$ cat config.mk
export PLATFORM = sky130hd
export DESIGN_NAME = elevator_floor_controller
export DESIGN_NICKNAME = d
export VERILOG_FILES = /design/src/design/efc_pkg.sv /design/src/design/efc_core.sv /design/src/design/elevator_floor_controller.sv
export SDC_FILE = /design/constraint.sdc
export NUM_CORES = 1
export LEC_CHECK = 0
export ABC_AREA = 0
export CAP_MARGIN = 20
export CORE_MARGIN = 2
export CORE_UTILIZATION = 30
export CTS_BUF_LIST = sky130_fd_sc_hd__clkbuf_2 sky130_fd_sc_hd__clkbuf_4 sky130_fd_sc_hd__clkbuf_8
export CTS_CLUSTER_SIZE = 25
export DETAILED_ROUTE_END_ITERATION = 8
export DONT_BUFFER_PORTS = 1
export SLEW_MARGIN = 0
export SYNTH_ARGS = -nofsm -noshare
export SYNTH_HDL_FRONTEND = slang
export SYNTH_SLANG_ARGS = --single-unit
$ cat constraint.sdc
create_clock -name clk -period 4.4 [get_ports clk]
set_input_delay 1.1 -clock clk [delete_from_list [all_inputs] [get_ports clk]]
set_output_delay 1.1 -clock clk [all_outputs]
set_load 0.1 [all_outputs]
$ cat src/design/efc_pkg.sv
`default_nettype none

package efc_pkg;

  localparam int FLOORS  = 4;
  localparam int FLOOR_W = $clog2(FLOORS);
  localparam int HALL_W  = FLOORS - 1;
  localparam int DOOR_W  = 16;

  localparam logic [DOOR_W-1:0] DOOR_TICKS_RESET = 16'd120;

  // operating modes
  localparam logic [2:0] M_HOMING       = 3'd0;
  localparam logic [2:0] M_IDLE         = 3'd1;
  localparam logic [2:0] M_MOVING       = 3'd2;
  localparam logic [2:0] M_DOOR         = 3'd3;
  localparam logic [2:0] M_STOP_BETWEEN = 3'd4;
  localparam logic [2:0] M_STOP_FLOOR   = 3'd5;
  localparam logic [2:0] M_STOP_DOOR    = 3'd6;

  // motor commands
  localparam logic signed [1:0] MOTOR_DOWN = 2'sb11;
  localparam logic signed [1:0] MOTOR_STOP = 2'sb00;
  localparam logic signed [1:0] MOTOR_UP   = 2'sb01;

  typedef struct packed {
    logic signed [2:0] floor_sensor;
    logic [2:0]        hall_up_buttons;
    logic [2:0]        hall_down_buttons;
    logic [3:0]        cab_buttons;
    logic              stop_button;
    logic              obstruction;
  } in_item_t;

  typedef struct packed {
    logic signed [1:0] motor_drive;
    logic [1:0]        floor_indicator;
    logic              door_lamp;
    logic              stop_lamp;
    logic [2:0]        hall_up_lamps;
    logic [2:0]        hall_down_lamps;
    logic [3:0]        cab_lamps;
  } out_item_t;

  // up[i]: floor i, dn[i]: floor i+1, cab[i]: floor i
  typedef struct packed {
    logic [FLOORS-1:0] cab;
    logic [HALL_W-1:0] dn;
    logic [HALL_W-1:0] up;
  } orders_t;

  typedef struct packed {
    orders_t            orders;
    logic [FLOOR_W-1:0] last_floor;
    logic [FLOOR_W-1:0] target_floor;
    logic               dir_up;
    logic [2:0]         mode;
    logic [DOOR_W-1:0]  door_count;
    logic               resume_travel;
  } efc_state_t;

  localparam efc_state_t STATE_RESET = '{
    orders:        '0,
    last_floor:    '0,
    target_floor:  '0,
    dir_up:        1'b0,
    mode:          M_HOMING,
    door_count:    '0,
    resume_travel: 1'b0
  };

endpackage

`default_nettype wire

$ cat src/design/efc_core.sv
`default_nettype none

module efc_core
  import efc_pkg::*;
(
  input  efc_state_t        state_cur,
  input  in_item_t          item,
  input  logic [DOOR_W-1:0] door_ticks,
  output efc_state_t        state_nxt,
  output out_item_t         result
);

  function automatic orders_t orders_clear(input orders_t o, input logic [FLOOR_W-1:0] f,
                                           input logic clr_up, input logic clr_dn);
    logic [FLOORS-1:0] up_w;
    logic [FLOORS-1:0] dn_w;
    logic [FLOORS-1:0] cab_w;
    orders_t r;
    up_w  = {1'b0, o.up};
    dn_w  = {o.dn, 1'b0};
    cab_w = o.cab;
    cab_w[f] = 1'b0;
    if (clr_up) up_w[f] = 1'b0;
    if (clr_dn) dn_w[f] = 1'b0;
    r.up  = up_w[HALL_W-1:0];
    r.dn  = dn_w[FLOORS-1:1];
    r.cab = cab_w;
    return r;
  endfunction

  logic [2:0]         raw;
  logic               at_floor;
  logic [FLOOR_W-1:0] fl;
  logic               stop;
  logic               obst;
  logic [2:0]         mode_cur;
  logic [DOOR_W-1:0]  door_load;
  orders_t            latched;
  logic [FLOORS-1:0]  up_w;
  logic [FLOORS-1:0]  dn_w;
  logic [FLOORS-1:0]  any_order;
  logic [FLOOR_W-1:0] first_floor;
  logic [FLOOR_W-1:0] move_last;
  logic               move_dir;
  logic               stop_here;

  assign raw      = item.floor_sensor;
  assign at_floor = !raw[2] && (raw < 3'(FLOORS));
  assign fl       = raw[FLOOR_W-1:0];
  assign stop     = item.stop_button;
  assign obst     = item.obstruction;
  assign mode_cur = (state_cur.mode > M_STOP_DOOR) ? M_HOMING : state_cur.mode;
  assign door_load = (door_ticks == '0) ? DOOR_W'(1) : door_ticks;

  assign latched.up  = state_cur.orders.up  | item.hall_up_buttons[HALL_W-1:0];
  assign latched.dn  = state_cur.orders.dn  | item.hall_down_buttons[HALL_W-1:0];
  assign latched.cab = state_cur.orders.cab | item.cab_buttons[FLOORS-1:0];

  assign up_w      = {1'b0, latched.up};
  assign dn_w      = {latched.dn, 1'b0};
  assign any_order = latched.cab | up_w | dn_w;

  // lowest floor with any order
  always_comb begin
    first_floor = '0;
    for (int i = FLOORS - 1; i >= 0; i--) begin
      if (any_order[i]) first_floor = FLOOR_W'(i);
    end
  end

  assign move_last = at_floor ? fl : state_cur.last_floor;
  assign move_dir  = !(state_cur.target_floor < move_last);
  assign stop_here = latched.cab[fl] || (move_dir && up_w[fl]) || (!move_dir && dn_w[fl]);

  always_comb begin
    state_nxt = state_cur;
    state_nxt.mode = mode_cur;
    case (mode_cur)
      M_HOMING: begin
        if (at_floor && fl == '0) begin
          state_nxt.last_floor   = '0;
          state_nxt.target_floor = '0;
          state_nxt.dir_up       = 1'b0;
          state_nxt.mode         = M_IDLE;
        end
      end
      M_IDLE: begin
        if (stop) begin
          state_nxt.orders        = '0;
          state_nxt.target_floor  = state_cur.last_floor;
          state_nxt.resume_travel = 1'b0;
          state_nxt.mode          = at_floor ? M_STOP_FLOOR : M_STOP_BETWEEN;
        end else begin
          state_nxt.orders = latched;
          if (|any_order) begin
            state_nxt.target_floor = first_floor;
            state_nxt.dir_up       = !(first_floor < state_cur.last_floor);
            if (first_floor == state_cur.last_floor) begin
              state_nxt.mode          = M_DOOR;
              state_nxt.door_count    = door_load;
              state_nxt.resume_travel = 1'b0;
            end else begin
              state_nxt.mode = M_MOVING;
            end
          end
        end
      end
      M_MOVING: begin
        if (stop) begin
          state_nxt.orders        = '0;
          state_nxt.target_floor  = state_cur.last_floor;
          state_nxt.resume_travel = 1'b0;
          state_nxt.mode          = at_floor ? M_STOP_FLOOR : M_STOP_BETWEEN;
        end else begin
          state_nxt.orders     = latched;
          state_nxt.last_floor = move_last;
          state_nxt.dir_up     = move_dir;
          if (at_floor && (fl == state_cur.target_floor || stop_here)) begin
            state_nxt.mode          = M_DOOR;
            state_nxt.door_count    = door_load;
            state_nxt.resume_travel = (fl != state_cur.target_floor);
          end
        end
      end
      M_DOOR: begin
        if (!stop) state_nxt.orders = latched;
        if (stop || obst) begin
          state_nxt.door_count = door_load;
        end else if (state_cur.door_count <= DOOR_W'(1)) begin
          state_nxt.door_count    = '0;
          state_nxt.resume_travel = 1'b0;
          if (state_cur.resume_travel) begin
            // intermediate stop: drop the cab call and only the hall call in the travel direction
            state_nxt.orders = orders_clear(latched, state_cur.last_floor,
                                            state_cur.dir_up, !state_cur.dir_up);
            state_nxt.dir_up = !(state_cur.target_floor < state_cur.last_floor);
            state_nxt.mode   = M_MOVING;
          end else begin
            state_nxt.orders = orders_clear(latched, state_cur.last_floor, 1'b1, 1'b1);
            state_nxt.mode   = M_IDLE;
          end
        end else begin
          state_nxt.door_count = state_cur.door_count - DOOR_W'(1);
        end
      end
      M_STOP_BETWEEN: begin
        if (stop) begin
          if (at_floor) state_nxt.mode = M_STOP_FLOOR;
        end else begin
          state_nxt.mode          = M_HOMING;
          state_nxt.last_floor    = '0;
          state_nxt.target_floor  = '0;
          state_nxt.door_count    = '0;
          state_nxt.resume_travel = 1'b0;
        end
      end
      M_STOP_FLOOR: begin
        if (!stop) begin
          state_nxt.mode       = M_STOP_DOOR;
          state_nxt.door_count = door_load;
        end
      end
      M_STOP_DOOR: begin
        if (stop || obst) begin
          state_nxt.door_count = door_load;
        end else if (state_cur.door_count <= DOOR_W'(1)) begin
          state_nxt.mode          = M_HOMING;
          state_nxt.last_floor    = '0;
          state_nxt.target_floor  = '0;
          state_nxt.door_count    = '0;
          state_nxt.resume_travel = 1'b0;
        end else begin
          state_nxt.door_count = state_cur.door_count - DOOR_W'(1);
        end
      end
      default: begin
        state_nxt.mode = M_HOMING;
      end
    endcase
  end

  always_comb begin
    if (state_nxt.mode == M_HOMING) begin
      result.motor_drive = MOTOR_DOWN;
    end else if (state_nxt.mode == M_MOVING) begin
      result.motor_drive = state_nxt.dir_up ? MOTOR_UP : MOTOR_DOWN;
    end else begin
      result.motor_drive = MOTOR_STOP;
    end
    result.floor_indicator = state_nxt.last_floor;
    result.door_lamp       = (state_nxt.mode == M_DOOR) || (state_nxt.mode == M_STOP_FLOOR) ||
                             (state_nxt.mode == M_STOP_DOOR);
    result.stop_lamp       = stop;
    result.hall_up_lamps   = state_nxt.orders.up;
    result.hall_down_lamps = state_nxt.orders.dn;
    result.cab_lamps       = state_nxt.orders.cab;
  end

endmodule

`default_nettype wire

$ cat src/design/elevator_floor_controller.sv
// Elevator floor controller: one poll tick per beat.
//
// Input channel (in_valid / in_ready / in_item): one beat per poll tick with
// the floor sensor, hall and cab buttons, stop button and obstruction switch.
// Result channel (out_valid / out_ready / out_item): exactly one beat per input
// beat with motor command, floor indicator, door and stop lamps and the order
// lamps, in input order.
// Configuration: cfg_wr_en with cfg_wr_data writes door_ticks (reset 120);
// write it only while no beat is in flight.
//
// An accepted input beat goes into the input register and from there into the result
// register (one input register, one result register). Throughput: one beat per cycle
// while out_ready holds; the whole tick update is one pass of logic between those two
// registers, and the controller state is updated as the result is registered.
// Reset (rst_n low, synchronous): orders cleared, car homing towards floor 0,
// both channels empty.
// Stall: while out_ready is low the result register holds; one more beat is
// taken into the input register, after which in_ready drops.
`default_nettype none

module elevator_floor_controller
  import efc_pkg::*;
(
  input  wire               clk,
  input  wire               rst_n,
  input  wire               in_valid,
  output logic              in_ready,
  input  in_item_t          in_item,
  output logic              out_valid,
  input  wire               out_ready,
  output out_item_t         out_item,
  input  wire               cfg_wr_en,
  input  wire [DOOR_W-1:0]  cfg_wr_data
);

  logic              in_valid_r;
  in_item_t          in_item_r;
  logic              out_valid_r;
  out_item_t         out_item_r;
  efc_state_t        state_r;
  efc_state_t        state_nxt;
  logic [DOOR_W-1:0] door_ticks_r;
  out_item_t         result;
  logic              s1_fire;

  assign s1_fire   = in_valid_r && (!out_valid_r || out_ready);
  assign in_ready  = !in_valid_r || s1_fire;
  assign out_valid = out_valid_r;
  assign out_item  = out_item_r;

  efc_core u_core (
    .state_cur  (state_r),
    .item       (in_item_r),
    .door_ticks (door_ticks_r),
    .state_nxt  (state_nxt),
    .result     (result)
  );

  always_ff @(posedge clk) begin
    if (!rst_n) begin
      in_valid_r   <= 1'b0;
      out_valid_r  <= 1'b0;
      state_r      <= STATE_RESET;
      door_ticks_r <= DOOR_TICKS_RESET;
    end else begin
      if (cfg_wr_en) door_ticks_r <= cfg_wr_data;
      if (in_ready) in_valid_r <= in_valid;
      if (s1_fire) begin
        out_valid_r <= 1'b1;
        state_r     <= state_nxt;
      end else if (out_ready) begin
        out_valid_r <= 1'b0;
      end
    end
  end

  always_ff @(posedge clk) begin
    if (in_valid && in_ready) in_item_r <= in_item;
    if (s1_fire) out_item_r <= result;
  end

  // hold a waiting input beat until it moves on
  a_in_hold: assert property (@(posedge clk) disable iff (!rst_n)
    in_valid_r && !s1_fire |=> in_valid_r && $stable(in_item_r))
    else $error("input register lost or changed a waiting beat");

  a_state_only_on_beat: assert property (@(posedge clk) disable iff (!rst_n)
    !s1_fire |=> $stable(state_r))
    else $error("controller state changed without a beat");

  a_door_count_live: assert property (@(posedge clk) disable iff (!rst_n)
    (state_r.mode == M_DOOR || state_r.mode == M_STOP_DOOR) |-> state_r.door_count != '0)
    else $error("door hold with zero count");

  a_door_motor: assert property (@(posedge clk) disable iff (!rst_n)
    out_valid_r && out_item_r.door_lamp |-> out_item_r.motor_drive == MOTOR_STOP)
    else $error("motor driven with door open");

endmodule

`default_nettype wire

==> results.py <==
metrics = {
    "drt": {
        "route.vias.total": 4214,
        "routedWlPerCell_um": 17.3,
        "routed-wl-met3_um": 879,
        "drtAntennaViolNets": 0,
        "wl_met1_um": 6100,
        "drtIter0Drc": 356,
        "top_layer_used": "met4",
        "firstDrtPassIters": 5,
        "dr_wl_met2_um": 6030,
        "drcViolationCount": 0,
        "viasPerCell": 5.49,
        "totalWireLength_um": 13300,
    },
    "synthesis": {
        "syn-num-nets": 607,
        "synth.area.top_cells": "dfxtp_1 (22%), edfxtp_1 (19%), nand2_1 (5.2%)",
        "synth-xor-area-share_pct": 1.27,
        "synth-async-reset-ratio_pct": 0,
        "yosys.cell_types.count": 73,
        "synth-edff-count": 31,
        "ys_ff_latch": 84,
        "synth_compound_gate_area_share_pct": 23.6,
        "netlist_top_cells_count": "nand2_1 (67), dfxtp_1 (53), nor2_1 (48), o21ai_0 (45), a21oi_1 (34)",
        "synth_mux_area_share_pct": 4.19,
        "synth_top_area_cell": "dfxtp_1",
        "synthAdderAreaFrac_pct": 1.78,
        "yosys.area.top_type_share_pct": 21.9,
        "ys_warn_count": 0,
        "synth_top_family_by_area": "simple AND/OR/NAND/NOR gates",
        "syn_inst": 565,
        "avgSynthCellArea_um2": 8.56,
        "synth_most_common_cell": "nand2_1",
        "synthSimpleGateAreaFrac_pct": 24.0,
        "ys_seq_area_share_pct": 41.2,
        "syn-cell-area_um2": 4840,
        "ys.flop_type": "dfxtp_1",
    },
    "timing": {
        "worst_pin_slew_ns": 0.922,
        "fin_setup_tns_ns": 0,
        "grt_setup_unrepaired": "false",
        "timing.fmax_mhz": 285,
        "skew_ns": 0.00777,
        "hold_slack_ns": 0.503,
        "hold_viol": 0,
        "finalSetupViolCount": 0,
        "slew_violations": 0,
        "fin_crit_ns": 3.51,
        "period_share_pct": 79.8,
        "slew_headroom_pct": 38.6,
    },
    "clocking": {
        "cts_hold_repair.buffers": 0,
        "cts_tree": "done",
        "cts_root_buf": "clkbuf_8",
        "clkTransAtPathRegs_ns": 0.08,
        "clock_sinks": 84,
        "max-clock-path-buffers": 2,
        "cts_buffers": 9,
        "htree_levels": 3,
        "insertion_delay_ns": 0.37,
        "ctsResizeCount": 0,
        "post_cts_buffers": 0,
    },
    "die": {
        "die_y_um": 131,
        "core_um2": 15800,
        "ios": 54,
        "dieArea_um2": 17200,
        "start_util_pct": 30.6,
        "fp-row-count": 46,
        "die_w_um": 131,
    },
    "finish": {
        "antenna_cells": 0,
        "area_growth_pct": 7.29,
        "nNetsFinal": 588,
        "final_layout_size_suffix_gt1_share_pct": 7.08,
        "fill_cells": 1664,
        "final_util_pct": 32.8,
    },
    "placed_design": {
        "dp_hpwl_um": 9440,
        "io_buffers": 0,
        "place.gp.congestion": 0.962,
    },
    "pwr": {
        "p_per_area_nw_per_um2": 326,
        "leakage_uw": 0.00192,
        "power_uw": 1690,
        "ir_drop_v": 0.000173,
    },
    "global_route": {
        "antenna_found_initial": 0,
        "grt_pass1_vias": 4151,
        "grt_use_total_pct": 16.1,
        "grt_overflow_total": 0,
        "grt_max_degree": 64,
        "grt_pass1_wl_um": 21600,
    },
    "worst_setup_path": {
        "required_ns": 4.53,
        "cp-start-kind": "flip-flop",
        "worstPathArrival_ns": 3.64,
        "max_stage_delay_ns": 0.64,
        "worstPathCellList": "mux2i_1 -> ha_1 -> nor2_1 -> a21oi_2 -> a211o_1 -> a2111oi_4 -> nor3_1 -> or3_1 -> maj3_2",
        "endpoint_kind": "flip-flop",
        "path_class": "reg -> reg",
        "worstPathMaxFanout": 15,
        "crit_slowest_cell": "edfxtp_1",
    },
    "status": {
        "status": "completed",
    },
    "hold_path": {
        "hold_path.class": "reg -> reg",
    },
    "job": {
        "maxCapViolCount": 0,
    },
}
## placed cells by master, fill, tap and decap left out, drive strengths merged, types with 9 or more instances in the layout
master,synthesis,routed
a21oi,35,35
inv,10,11
edfxtp,31,31
nor2b,30,30
a211o,9,9
nand3,11,11
mux2i,18,18
nor2,48,48
dfxtp,53,53
nor4,15,15
clkbuf,29,11
nand2,67,67
nor3,20,20
a31oi,9,9
o21ai,48,48
## cell families after synthesis
group	after synthesis
multiplexers	20
AND/OR/NAND/NOR	228
adder cells (fa/ha/maj)	7
XOR/XNOR	7
flip-flops	84
AO/OA/AOI/OAI	170
buffers and inverters	49
## stage by stage
| step | cell area (um2) | cells | worst slack (ns) |
|---|---|---|---|
| 3_3_place_gp | 5020 | 751 | 1.05 |
| 4_1_cts | 5190 | 767 | 0.914 |
| 6_report | 5190 | 767 | 0.890 |
| 3_5_place_dp | 5020 | 751 | 0.933 |
| 5_1_grt | 5190 | 767 | 0.645 |
| 2_1_floorplan | 4840 | 565 | 1.17 |
## final timing paths
check	start	endpoint	slack [ns]	depth (start not counted)
max	in_item_r[14]$_DFFE_PP_	out_item[11]$_DFFE_PP_	0.89	9
min	door_ticks_r[14]$_SDFFE_PN0P_	state_r[15]$_SDFFE_PN0P_	0.50	1
max reg2reg	in_item_r[14]$_DFFE_PP_	out_item[11]$_DFFE_PP_	0.89	9
min reg2reg	door_ticks_r[14]$_SDFFE_PN0P_	state_r[15]$_SDFFE_PN0P_	0.50	1
## where the power goes
group          internal [uW]  leakage, uW  switching, uW
Combinational           89.8      0.00109            150
Sequential               847     0.000733            102
Clock                    223    0.0000966            283
## flip-flops by register name, indices dropped and copies added, names as in the netlist
register,cells
state_r,35
in_item_r,15
in_valid_r,1
out_valid,1
door_ticks_r,16
out_item,16
## layout make-up
type | instances | area [um2] | area share (%)
well taps | 216 | 270 | 5.21
multi-input cells | 432 | 2660 | 51.2
clock inverters | 5 | 26.3 | 0.506
repair buffers | 8 | 60.1 | 1.16
clock buffers | 11 | 145 | 2.80
flip-flops and latches | 84 | 1990 | 38.4
inverters | 11 | 41.3 | 0.795
## critical path, delay by kind of cell (launching register included)
| kind | cells | cell delay (ns) |
|---|---|---|
| AOI/OAI and AO/OA | 3 | 0.87 |
| muxes | 1 | 0.36 |
| adders and majority gates | 2 | 0.61 |
| and+or+nand+nor | 3 | 0.78 |
| DFF | 1 | 0.64 |
## metal layers
| layer | GRT usage (%) | vias up |
|---|---|---|
| met2 | 25.0 | 151 |
| met4 | 6.57 | 0 |
| met3 | 2.81 | 21 |
| li1 | - | 2049 |
| met1 | 22.3 | 1993 |
| met5 | 0 | - |
Power figures use the tool's default switching activity.
